## config.mk

```make
export PLATFORM = sky130hd
export DESIGN_NAME = flow_sensor_frame_parser_top
export DESIGN_NICKNAME = d
export VERILOG_FILES = /design/src/hdl/fsp_pkg.sv /design/src/hdl/flow_sensor_frame_parser_top.sv /design/src/hdl/fsp_front.sv /design/src/hdl/fsp_queue.sv /design/src/hdl/fsp_back.sv
export SDC_FILE = /design/constraint.sdc
export NUM_CORES = 1
export LEC_CHECK = 0
export ABC_AREA = 1
export BUFFER_PORTS_ARGS = -buffer_cell sky130_fd_sc_hd__buf_2
export CAP_MARGIN = 40
export CORE_MARGIN = 2
export CORE_UTILIZATION = 65
export CTS_BUF_LIST = sky130_fd_sc_hd__clkbuf_4
export CTS_CLUSTER_SIZE = 8
export DETAILED_ROUTE_END_ITERATION = 8
export PLACE_DENSITY_LB_ADDON = 0.1
export REMOVE_ABC_BUFFERS = 1
export SLEW_MARGIN = 15
export SYNTH_ARGS = -nofsm -noshare
export SYNTH_HDL_FRONTEND = slang
export SYNTH_SLANG_ARGS = --single-unit
```

## constraint.sdc

```tcl
create_clock -name i_clk -period 18.5 [get_ports i_clk]
set_input_delay 0 -clock i_clk [delete_from_list [all_inputs] [get_ports i_clk]]
set_output_delay 0 -clock i_clk [all_outputs]
set_load 0.01 [all_outputs]
```

## src/hdl/fsp_pkg.sv

```systemverilog
// Shared types and constants for the flow sensor frame parser.
package fsp_pkg;

    localparam int PAYLOAD_BYTES = 20;
    localparam int PAY_IDX_W     = $clog2(PAYLOAD_BYTES);
    localparam int CFG_IDX_W     = 3;
    localparam int QUEUE_DEPTH   = 2;
    localparam int QPTR_W        = $clog2(QUEUE_DEPTH);
    localparam int QCNT_W        = $clog2(QUEUE_DEPTH + 1);

    localparam logic [CFG_IDX_W-1:0] REG_START   = CFG_IDX_W'(0);
    localparam logic [CFG_IDX_W-1:0] REG_DEVICE  = CFG_IDX_W'(1);
    localparam logic [CFG_IDX_W-1:0] REG_SYSTEM  = CFG_IDX_W'(2);
    localparam logic [CFG_IDX_W-1:0] REG_MESSAGE = CFG_IDX_W'(3);

    localparam logic [7:0] START_RESET   = 8'hEF;
    localparam logic [7:0] DEVICE_RESET  = 8'h0F;
    localparam logic [7:0] SYSTEM_RESET  = 8'h00;
    localparam logic [7:0] MESSAGE_RESET = 8'h51;

    typedef enum logic [1:0] {
        EV_DECODE   = 2'd0,
        EV_LENGTH   = 2'd1,
        EV_CHECKSUM = 2'd2,
        EV_HEADER   = 2'd3
    } t_event;

    typedef enum logic [2:0] {
        PH_START    = 3'd0,
        PH_DEVICE   = 3'd1,
        PH_SYSTEM   = 3'd2,
        PH_MESSAGE  = 3'd3,
        PH_SEQUENCE = 3'd4,
        PH_LENGTH   = 3'd5,
        PH_PAYLOAD  = 3'd6,
        PH_CHECK    = 3'd7
    } t_phase;

    typedef struct packed {
        t_event             event_code;
        logic [31:0]        sensor_time;
        logic [31:0]        range_mm;
        logic [7:0]         range_strength;
        logic [7:0]         range_precision;
        logic [7:0]         range_status;
        logic signed [15:0] flow_x;
        logic signed [15:0] flow_y;
        logic [7:0]         flow_quality_level;
        logic [7:0]         flow_state;
        logic [7:0]         frame_sequence;
    } t_result;

    typedef struct packed {
        logic    valid;
        t_result data;
    } t_push;

endpackage

```

## src/hdl/flow_sensor_frame_parser_top.sv

```systemverilog
// Top level of the flow sensor frame parser.
//
//  channel | direction | handshake                 | payload
//  --------+-----------+---------------------------+------------------------------
//  in      | to block  | i_in_valid / o_in_stall   | i_rx_byte
//  out     | from block| o_out_valid / i_out_stall | o_event_code .. o_frame_sequence
//  cfg     | to block  | i_cfg_valid / o_cfg_ready | i_cfg_index, i_cfg_data
//
// One byte per cycle while o_in_stall is low.
// A result is pushed into the result queue when its closing byte is taken, and moves from there into the output
// register when that register is empty or not stalled. o_in_stall rises while the two-entry result queue is full.
// Synchronous active-low reset; no clearing pass, cfg always ready.
module flow_sensor_frame_parser_top (
    input  logic                          i_clk,
    input  logic                          i_rst_n,
    input  logic                          i_in_valid,
    output logic                          o_in_stall,
    input  logic [7:0]                    i_rx_byte,
    output logic                          o_out_valid,
    input  logic                          i_out_stall,
    output logic [1:0]                    o_event_code,
    output logic [31:0]                   o_sensor_time,
    output logic [31:0]                   o_range_mm,
    output logic [7:0]                    o_range_strength,
    output logic [7:0]                    o_range_precision,
    output logic [7:0]                    o_range_status,
    output logic signed [15:0]            o_flow_x,
    output logic signed [15:0]            o_flow_y,
    output logic [7:0]                    o_flow_quality_level,
    output logic [7:0]                    o_flow_state,
    output logic [7:0]                    o_frame_sequence,
    input  logic                          i_cfg_valid,
    output logic                          o_cfg_ready,
    input  logic [fsp_pkg::CFG_IDX_W-1:0] i_cfg_index,
    input  logic [7:0]                    i_cfg_data
);

    fsp_pkg::t_push   push;
    fsp_pkg::t_result q_head;
    fsp_pkg::t_result result;
    logic             q_full;
    logic             q_valid;
    logic             pop;

    assign o_cfg_ready = 1'b1;

    fsp_front u_front (
        .i_clk       (i_clk),
        .i_rst_n     (i_rst_n),
        .i_in_valid  (i_in_valid),
        .i_full      (q_full),
        .i_rx_byte   (i_rx_byte),
        .i_cfg_we    (i_cfg_valid),
        .i_cfg_index (i_cfg_index),
        .i_cfg_data  (i_cfg_data),
        .o_in_stall  (o_in_stall),
        .o_push      (push)
    );

    fsp_queue u_queue (
        .i_clk   (i_clk),
        .i_rst_n (i_rst_n),
        .i_push  (push),
        .i_pop   (pop),
        .o_full  (q_full),
        .o_valid (q_valid),
        .o_head  (q_head)
    );

    fsp_back u_back (
        .i_clk       (i_clk),
        .i_rst_n     (i_rst_n),
        .i_q_valid   (q_valid),
        .i_q_head    (q_head),
        .i_out_stall (i_out_stall),
        .o_pop       (pop),
        .o_out_valid (o_out_valid),
        .o_result    (result)
    );

    assign o_event_code         = result.event_code;
    assign o_sensor_time        = result.sensor_time;
    assign o_range_mm           = result.range_mm;
    assign o_range_strength     = result.range_strength;
    assign o_range_precision    = result.range_precision;
    assign o_range_status       = result.range_status;
    assign o_flow_x             = result.flow_x;
    assign o_flow_y             = result.flow_y;
    assign o_flow_quality_level = result.flow_quality_level;
    assign o_flow_state         = result.flow_state;
    assign o_frame_sequence     = result.frame_sequence;

endmodule

```

## src/hdl/fsp_front.sv

```systemverilog
// Front end: byte parser, header, length and checksum checks, payload store, result build.
module fsp_front (
    input  logic                         i_clk,
    input  logic                         i_rst_n,
    input  logic                         i_in_valid,
    input  logic                         i_full,
    input  logic [7:0]                   i_rx_byte,
    input  logic                         i_cfg_we,
    input  logic [fsp_pkg::CFG_IDX_W-1:0] i_cfg_index,
    input  logic [7:0]                   i_cfg_data,
    output logic                         o_in_stall,
    output fsp_pkg::t_push               o_push
);

    fsp_pkg::t_phase r_phase, n_phase;
    logic [7:0] r_sum, n_sum;
    logic [7:0] r_count, n_count;
    logic [7:0] r_len, n_len;
    logic [7:0] r_seq, n_seq;
    logic [7:0] r_start, r_device, r_system, r_message;
    logic [7:0] r_store [fsp_pkg::PAYLOAD_BYTES];

    logic       accept;
    logic       hdr_ok;
    logic       store_we;
    logic [7:0] expect_byte;
    logic [7:0] count_inc;

    assign o_in_stall = i_full;
    assign accept     = i_in_valid && !i_full;
    assign count_inc  = r_count + 8'd1;

    always_comb begin
        case (r_phase)
            fsp_pkg::PH_DEVICE: expect_byte = r_device;
            fsp_pkg::PH_SYSTEM: expect_byte = r_system;
            default:            expect_byte = r_message;
        endcase
    end
    assign hdr_ok = (i_rx_byte == expect_byte);

    // next state
    always_comb begin
        n_phase = r_phase;
        if (accept) begin
            case (r_phase)
                fsp_pkg::PH_START: begin
                    if (i_rx_byte == r_start) n_phase = fsp_pkg::PH_DEVICE;
                end
                fsp_pkg::PH_DEVICE:   n_phase = hdr_ok ? fsp_pkg::PH_SYSTEM : fsp_pkg::PH_START;
                fsp_pkg::PH_SYSTEM:   n_phase = hdr_ok ? fsp_pkg::PH_MESSAGE : fsp_pkg::PH_START;
                fsp_pkg::PH_MESSAGE:  n_phase = hdr_ok ? fsp_pkg::PH_SEQUENCE : fsp_pkg::PH_START;
                fsp_pkg::PH_SEQUENCE: n_phase = fsp_pkg::PH_LENGTH;
                fsp_pkg::PH_LENGTH: begin
                    n_phase = (i_rx_byte != 8'd0) ? fsp_pkg::PH_PAYLOAD : fsp_pkg::PH_CHECK;
                end
                fsp_pkg::PH_PAYLOAD: begin
                    if (count_inc >= r_len) n_phase = fsp_pkg::PH_CHECK;
                end
                fsp_pkg::PH_CHECK: n_phase = fsp_pkg::PH_START;
                default:           n_phase = fsp_pkg::PH_START;
            endcase
        end
    end

    // outputs and datapath
    always_comb begin
        n_sum    = r_sum;
        n_count  = r_count;
        n_len    = r_len;
        n_seq    = r_seq;
        store_we = 1'b0;
        o_push   = '0;
        if (accept) begin
            case (r_phase)
                fsp_pkg::PH_START: begin
                    if (i_rx_byte == r_start) n_sum = i_rx_byte;
                end
                fsp_pkg::PH_DEVICE, fsp_pkg::PH_SYSTEM, fsp_pkg::PH_MESSAGE: begin
                    if (hdr_ok) begin
                        n_sum = r_sum + i_rx_byte;
                    end else begin
                        n_sum                  = '0;
                        n_count                = '0;
                        n_len                  = '0;
                        o_push.valid           = 1'b1;
                        o_push.data.event_code = fsp_pkg::EV_HEADER;
                    end
                end
                fsp_pkg::PH_SEQUENCE: begin
                    n_seq = i_rx_byte;
                    n_sum = r_sum + i_rx_byte;
                end
                fsp_pkg::PH_LENGTH: begin
                    n_len   = i_rx_byte;
                    n_sum   = r_sum + i_rx_byte;
                    n_count = '0;
                end
                fsp_pkg::PH_PAYLOAD: begin
                    store_we = (r_count < 8'(fsp_pkg::PAYLOAD_BYTES));
                    n_sum    = r_sum + i_rx_byte;
                    n_count  = count_inc;
                end
                fsp_pkg::PH_CHECK: begin
                    n_sum                      = '0;
                    n_count                    = '0;
                    n_len                      = '0;
                    o_push.valid               = 1'b1;
                    o_push.data.frame_sequence = r_seq;
                    if (i_rx_byte != r_sum) begin
                        o_push.data.event_code = fsp_pkg::EV_CHECKSUM;
                    end else if (r_len != 8'(fsp_pkg::PAYLOAD_BYTES)) begin
                        o_push.data.event_code = fsp_pkg::EV_LENGTH;
                    end else begin
                        o_push.data.event_code         = fsp_pkg::EV_DECODE;
                        o_push.data.sensor_time        = {r_store[3], r_store[2],
                                                          r_store[1], r_store[0]};
                        o_push.data.range_mm           = {r_store[7], r_store[6],
                                                          r_store[5], r_store[4]};
                        o_push.data.range_strength     = r_store[8];
                        o_push.data.range_precision    = r_store[9];
                        o_push.data.range_status       = r_store[10];
                        o_push.data.flow_x             = {r_store[13], r_store[12]};
                        o_push.data.flow_y             = {r_store[15], r_store[14]};
                        o_push.data.flow_quality_level = r_store[16];
                        o_push.data.flow_state         = r_store[17];
                    end
                end
                default: begin
                    n_sum = r_sum;
                end
            endcase
        end
    end

    always_ff @(posedge i_clk) begin
        if (!i_rst_n) begin
            r_phase   <= fsp_pkg::PH_START;
            r_sum     <= '0;
            r_count   <= '0;
            r_len     <= '0;
            r_seq     <= '0;
            r_start   <= fsp_pkg::START_RESET;
            r_device  <= fsp_pkg::DEVICE_RESET;
            r_system  <= fsp_pkg::SYSTEM_RESET;
            r_message <= fsp_pkg::MESSAGE_RESET;
        end else begin
            r_phase <= n_phase;
            r_sum   <= n_sum;
            r_count <= n_count;
            r_len   <= n_len;
            r_seq   <= n_seq;
            if (i_cfg_we) begin
                case (i_cfg_index)
                    fsp_pkg::REG_START:   r_start   <= i_cfg_data;
                    fsp_pkg::REG_DEVICE:  r_device  <= i_cfg_data;
                    fsp_pkg::REG_SYSTEM:  r_system  <= i_cfg_data;
                    fsp_pkg::REG_MESSAGE: r_message <= i_cfg_data;
                    default: begin
                    end
                endcase
            end
        end
    end

    always_ff @(posedge i_clk) begin
        if (store_we) begin
            r_store[r_count[fsp_pkg::PAY_IDX_W-1:0]] <= i_rx_byte;
        end
    end

endmodule

```

## src/hdl/fsp_queue.sv

```systemverilog
// Short result queue between parser front end and output stage.
module fsp_queue (
    input  logic             i_clk,
    input  logic             i_rst_n,
    input  fsp_pkg::t_push   i_push,
    input  logic             i_pop,
    output logic             o_full,
    output logic             o_valid,
    output fsp_pkg::t_result o_head
);

    fsp_pkg::t_result               r_mem [fsp_pkg::QUEUE_DEPTH];
    logic [fsp_pkg::QPTR_W-1:0]     r_wr_ptr, r_rd_ptr;
    logic [fsp_pkg::QCNT_W-1:0]     r_count;
    logic                           do_pop;

    assign o_full  = (r_count == fsp_pkg::QCNT_W'(fsp_pkg::QUEUE_DEPTH));
    assign o_valid = (r_count != '0);
    assign o_head  = r_mem[r_rd_ptr];
    assign do_pop  = i_pop && o_valid;

    always_ff @(posedge i_clk) begin
        if (!i_rst_n) begin
            r_wr_ptr <= '0;
            r_rd_ptr <= '0;
            r_count  <= '0;
        end else begin
            if (i_push.valid) r_wr_ptr <= r_wr_ptr + 1'b1;
            if (do_pop)       r_rd_ptr <= r_rd_ptr + 1'b1;
            case ({i_push.valid, do_pop})
                2'b10:   r_count <= r_count + 1'b1;
                2'b01:   r_count <= r_count - 1'b1;
                default: r_count <= r_count;
            endcase
        end
    end

    always_ff @(posedge i_clk) begin
        if (i_push.valid) r_mem[r_wr_ptr] <= i_push.data;
    end

endmodule

```

## src/hdl/fsp_back.sv

```systemverilog
// Output stage: pulls results from the queue into the output register.
module fsp_back (
    input  logic             i_clk,
    input  logic             i_rst_n,
    input  logic             i_q_valid,
    input  fsp_pkg::t_result i_q_head,
    input  logic             i_out_stall,
    output logic             o_pop,
    output logic             o_out_valid,
    output fsp_pkg::t_result o_result
);

    logic             r_valid;
    fsp_pkg::t_result r_result;

    assign o_pop       = i_q_valid && (!r_valid || !i_out_stall);
    assign o_out_valid = r_valid;
    assign o_result    = r_result;

    always_ff @(posedge i_clk) begin
        if (!i_rst_n) begin
            r_valid <= 1'b0;
        end else if (!r_valid || !i_out_stall) begin
            r_valid <= i_q_valid;
        end
    end

    always_ff @(posedge i_clk) begin
        if (o_pop) r_result <= i_q_head;
    end

endmodule

```

# Word level (Yosys, flattened, before mapping)
# Memory sizes are Yosys's and may differ from the RTL's. A register that Yosys moved wholly into a read port is not among the register bits.
# Index checks and enable logic that the tools add are counted.
[op_classes]
add_sub_neg = 6
magnitude_cmp = 2
eq_ne = 20
muxes = 29
reduce_logical = 26
[ops]
columns = ["op", "n"]
rows = [
  ["136-bit two-way mux", 2],
  ["147-bit two-way mux", 1],
  ["144-bit two-way mux", 1],
  ["8-bit one-hot mux with 3 select lines", 2],
  ["8-bit one-hot mux with 4 select lines", 1],
  ["8-bit two-way mux", 3],
  ["3-bit one-hot mux with 8 select lines", 1],
  ["8-bit equality test", 2],
  ["8-bit one-hot mux with 2 select lines", 1],
  ["3-bit by 2-bit equality test with 1-bit output, second input constant", 4],
  ["3-bit equality test, second input constant", 4],
  ["3-bit two-way mux", 4],
  ["2-bit AND reduction", 6],
  ["3-bit AND reduction", 3],
  ["8-bit by 1-bit adder with 8-bit output, second input constant", 1],
  ["8-bit adder", 1],
  ["8-bit greater-or-equal comparator", 1],
  ["8-bit by 5-bit less-than comparator with 1-bit output, second input constant", 1],
  ["1-bit two-way mux", 8],
  ["8-bit by 5-bit != test with 1-bit output, second input constant", 1],
  ["8-bit != test", 1],
  ["8-bit nonzero test", 1],
  ["3-bit by 1-bit equality test with 1-bit output, second input constant", 2],
  ["3-bit logical NOT", 2],
  ["17 further kinds", 29],
]
[word_totals]
reg_bits = 72
mem_bits_rw = 452
output_inout_bits = 149
elab_cells = 98
n_memories = 2
[memory_table]
columns = ["name", "depth", "width", "read_ports", "rd_clocked_by_memory_dff", "write_ports", "line", "source"]
rows = [
  ["u_queue.r_mem", 2, 146, 1, 1, 1, "fsp_queue.sv:12", "fsp_pkg::t_result r_mem [fsp_pkg::QUEUE_DEPTH];"],
  ["u_front.r_store", 20, 8, 17, 0, 1, "fsp_front.sv:21", "logic [7:0] r_store [fsp_pkg::PAYLOAD_BYTES];"],
]

# Logic depth before layout (Yosys ltp)
[logic_depth]
word_depth = 8
ltp_mapped = 21

# Modules after synthesis
# From an unflattened synthesis, not the netlist that was laid out.
[unflattened]
cells_unflattened = 1728
area_unflattened_um2 = 24674.9
[by_module_without_submodules]
columns = ["module", "instances", "cells_each", "area_each_um2", "seq_area_each_um2"]
rows = [
  ["fsp_queue", 1, 490, 10852.9, 8868.5],
  ["fsp_front", 1, 1084, 9381.5, 5425.2],
  ["fsp_back", 1, 152, 4429.2, 4404.2],
  ["flow_sensor_frame_parser_top", 1, 2, 11.3, 0.0],
]

# Worst setup path before layout
# Ideal clock, no wire load.
[synth_path]
path_kind = "register to register"
start = "register u_front.r_phase[0]"
end = "memory u_queue.r_mem[1][0] (netlist name) (enable)"
setup_ps = 701
arrival_time_ps = 8331
required_ps = 17799
slack_ps = 9467
stages_incl_launch_ff = 14
n_path_buf = 1
cell_sequence = "dfxtp_1 buf_2 nand2_1 nand3_2 nand2_1 nand3_1 nand2_1 nand2_1 inv_2 nand2_1 nor2_2 nand2_1 nand3_1 a21oi_1"
[synth_between]
elab_chain_len = 8
word_cells_on_any_way = 12
cone_classes = "eq/ne (5); mux (6); reduce/logical (1)"
[synth_lines]
columns = ["element", "line", "source"]
rows = [
  ["start, declared", "fsp_front.sv:15", "fsp_pkg::t_phase r_phase, n_phase;"],
  ["start signal, assigned", "fsp_front.sv:138", "r_phase <= fsp_pkg::PH_START;"],
  ["start signal, assigned", "fsp_front.sv:148", "r_phase <= n_phase;"],
  ["3-bit by 2-bit equality test with 1-bit output or 3-bit by 1-bit equality test with 1-bit output (tied branches)", "fsp_front.sv:34, fsp_front.sv:75", ""],
  ["8-bit one-hot mux with 2 select lines", "fsp_front.sv:34", "case (r_phase)"],
  ["8-bit equality test", "fsp_front.sv:40", "assign hdr_ok = (i_rx_byte == expect_byte);"],
  ["3-bit two-way mux", "fsp_front.sv:80", "if (hdr_ok) begin"],
  ["3-bit one-hot mux with 2 select lines (*)", "fsp_front.sv:75", "case (r_phase)"],
  ["147-bit two-way mux (*)", "fsp_front.sv:74", "if (accept) begin"],
  ["1-bit two-way mux (*)", "fsp_queue.sv:39", "if (i_push.valid) r_mem[r_wr_ptr] <= i_push.data;"],
  ["1-bit two-way mux (implied by the code) (*)", "fsp_queue.sv:39", ""],
  ["end, declared", "fsp_queue.sv:12", ""],
]
# Mark *: on every way between the ends. The rest lies on a longest branch, timed or not.

# Final worst setup path
[layout_path]
start = "register u_front.r_phase[0]"
end = "memory u_queue.r_mem[0][40] (netlist name) (enable)"
# Same word-level chain as after synthesis.

==> results.md <==
- Status: complete, no violations
- DR DRC count: 0
- Post-synth EDFFs: 574
- Final hold vios: 0
- Max Slew Vio Count: 0
- Number of global-route vias before repair: 15250
- TritonCTS clock tree: built
- Cell area after synthesis: 24530 sq um
- Inst Count DP: 2538
- # port buffers: 171
- Post-CTS setup buffer count: 0
- Via density: 5.408
- WS Path Type: register to register
- Reg clk slew, reported paths: 80 ps
- Achievable frequency: 266.1 MHz
- R2r startpoint: u_front.r_phase[0]$_SDFFE_PN0P_
- Nets@finish: 2278
- Final GP Congestion: 0.8881
- CP required: 18920 ps
- Worst clock skew: 51.03 ps
- Clk Latency, worst-skew pair: 840 ps
- First-pass GRT wire length: 78.70 mm
- CTS buffer count: 152
- Detailed Route Iter0 Violations: 1238
- Clock Sink Count: 646
- Setup-failing EPs final: 0
- Slew Limit Headroom: 0.4182
- Vias: 15490
- Total grt overflow: 0
- Syn. warnings: 0
- Critical Path Start: u_front.r_phase[0]$_SDFFE_PN0P_
- Slew at the pin with the worst max-slew slack: 872.7 ps
- Leakage power: 11.46 nW
- Synth top area cells: edfxtp_1, nand2_1, dfxtp_1, nor3b_1, nor2_1
- Hold path startpoint: i_rst_n
- Antenna viol nets, final: 0
- Register area share after synthesis: 0.7614
- Crit path max fanout: 56
- Largest net degree at the start of global routing: 79
- Reg2Reg Setup Slack: 14740 ps
- Total track usage: 0.2655
- Period utilisation layout: 0.2031
- End-of-flow core utilization: 0.7626
- DR WL/cell: 17.84 um
- Unrepaired setup endpoints after global routing: false
- Critical path arrival: 4180 ps
- Most numerous cell in the Yosys netlist: nand2_1
- Largest vdd supply drop: 0.08295 mV
- Area Growth Syn to Fin: 16.27%
- Core area: 37400 sq um
- CP Capture Type: register
- Post-DP HPWL: 28.92 mm
- Number of synthesized register bits: 646
- CTS max path bufs: 3
- Drt pass-1 iters: 7
- Fin cells: 2864
- Initial Util: 0.6559
- Cell Rows: 71
- Post-synth top flop: edfxtp_1
- CP Launch Type: register
- # Max-Cap Violations: 0
- Die width: 198.3 um
- Initial antenna violation count: 1
- Commonest cells in the netlist: nand2_1, edfxtp_1, nor3b_1
- Sum Neg Setup Slack: 0 ps
- Ys async rst share: 0
- Share of the synthesized area in the top cell type: 0.7026
- Root buf cell: clkbuf_4
- Gate Count Post-Synth: 1909
- Die H: 198.3 um
- Synth Area per Inst: 12.85 sq um
- DIE AREA: 39310 sq um
- Filler cell count: 2333
- Distinct cells, synth: 37
- Io pins: 173
- H-tree depth: 4
- Hold WC Path Type: input port to register
- Final WL: 51.11 mm
- Layout cell share with drive strength beyond 1: 0.1957
- PwrDens: 124.9 nW/um^2
- Crit path time final: 3758 ps
- Yosys top cell by area: edfxtp_1
==> final timing paths <==
| kind | to | depth (start not counted) |
|---|---|---|
| setup / recovery | u_queue.r_mem[0][40]$_DFFE_PP_ | 15 |
| hold / removal | u_front.r_start[1]$_SDFFE_PN1P_ | 3 |
| setup reg to reg | u_queue.r_mem[0][40]$_DFFE_PP_ | 15 |
| hold reg to reg | u_front.r_device[0]$_SDFFE_PN1P_ | 2 |
==> area by class of cell <==
type                    count  area (sq um)  area share
well taps                 511         639.4     0.02242
flip-flops and latches    646         18680      0.6550
inverters                  81         311.5     0.01092
diodes                      2         5.005   0.0001755
clock inverters            46         282.8    0.009914
multi-input cells        1104          5280      0.1851
repair buffers            248          1624     0.05694
clock buffers             226          1697     0.05949
==> metal layers <==
layer	vias to the layer above	GRT usage	wire length [um]
met1	7423	0.3364	21110
li1	7382	-	-
met3	119	0.04957	3032
met4	0	0.1261	1606
met5	-	0	0
met2	565	0.4467	25360
==> report_power, final <==
| group | total (mW) | switching [mW] | internal, mW |
|---|---|---|---|
| registers | 1.86 | 0.0480 | 1.81 |
| logic | 0.563 | 0.397 | 0.166 |
| clock network | 1.14 | 0.524 | 0.615 |
==> kinds of logic after synthesis <==
group | share of synthesized area
xor gates and xnor gates | 0.004999
buffers and inverters | 0.02474
and+or+nand+nor | 0.1818
DFF | 0.7614
AOI/OAI and AO/OA | 0.01586
adders and majority gates | 0.01102
other | 0.0001529
==> critical path, stage by stage, from the launching register on <==
cell and delay [ps]:
dfxtp_1 520, inv_2 120, nand2_2 240, nand3_2 220, nand2_1 150, nand3_1 70, nand2_1 60, nand2_1 60
nand2_1 90, nor2_2 80, nand2_1 110, nand2_1 90, nand2_1 90, nand2_1 130, nor2_4 530, buf_4 750
==> flip-flops by register name (all words and copies together), names as in the netlist <==
| name | flops |
|---|---|
| u_front.r_count | 8 |
| u_queue.r_count | 2 |
| u_front.r_seq | 8 |
| u_queue.r_wr_ptr | 1 |
| u_front.r_start | 8 |
| u_queue.r_rd_ptr | 1 |
| u_queue.r_mem | 292 |
| u_front.r_phase | 3 |
| u_front.r_store | 136 |
| u_back.o_out_valid | 1 |
| u_front.r_sum | 8 |
| u_front.r_system | 8 |
| u_front.r_message | 8 |
| u_front.r_device | 8 |
| u_back.o_result | 146 |
| u_front.r_len | 8 |
==> through the flow <==
step	worst slack (ps)	hold slack (ps)	total power [mW]	area (sq um)
2_1_floorplan	9355	84.11	2.217	24230
3_3_place_gp	14460	285.2	2.436	25870
3_5_place_dp	14820	281.4	2.453	26020
4_1_cts	14740	179.8	3.592	28500
5_1_grt	14400	266.8	3.732	28520
6_report	14740	307.7	3.563	28520
==> layout by cell type (no fill, tap or decap), types with 4 or more instances in the layout <==
| master | count |
|---|---|
| nand2_1 | 634 |
| edfxtp_1 | 574 |
| clkbuf_4 | 226 |
| buf_2 | 172 |
| nor3b_1 | 136 |
| nor2_1 | 116 |
| inv_1 | 73 |
| dfxtp_1 | 71 |
| dlygate4sd3_1 | 50 |
| nand3_1 | 47 |
| clkinv_1 | 35 |
| o21ai_0 | 32 |
| a21oi_1 | 32 |
| nand4_1 | 31 |
| buf_4 | 22 |
| ha_1 | 20 |
| nor3_1 | 10 |
| inv_2 | 9 |
| xor2_1 | 9 |
| nor4_1 | 5 |
| xnor2_1 | 5 |
| bufinv_16 | 4 |
| clkinv_2 | 4 |
==> repair_timing <==
item,CTS,global route
gates resized for setup,0,0
hold endpoints to repair,217,0
hold buffers,50,0
Note: power is estimated with default switching activity, not from simulation.
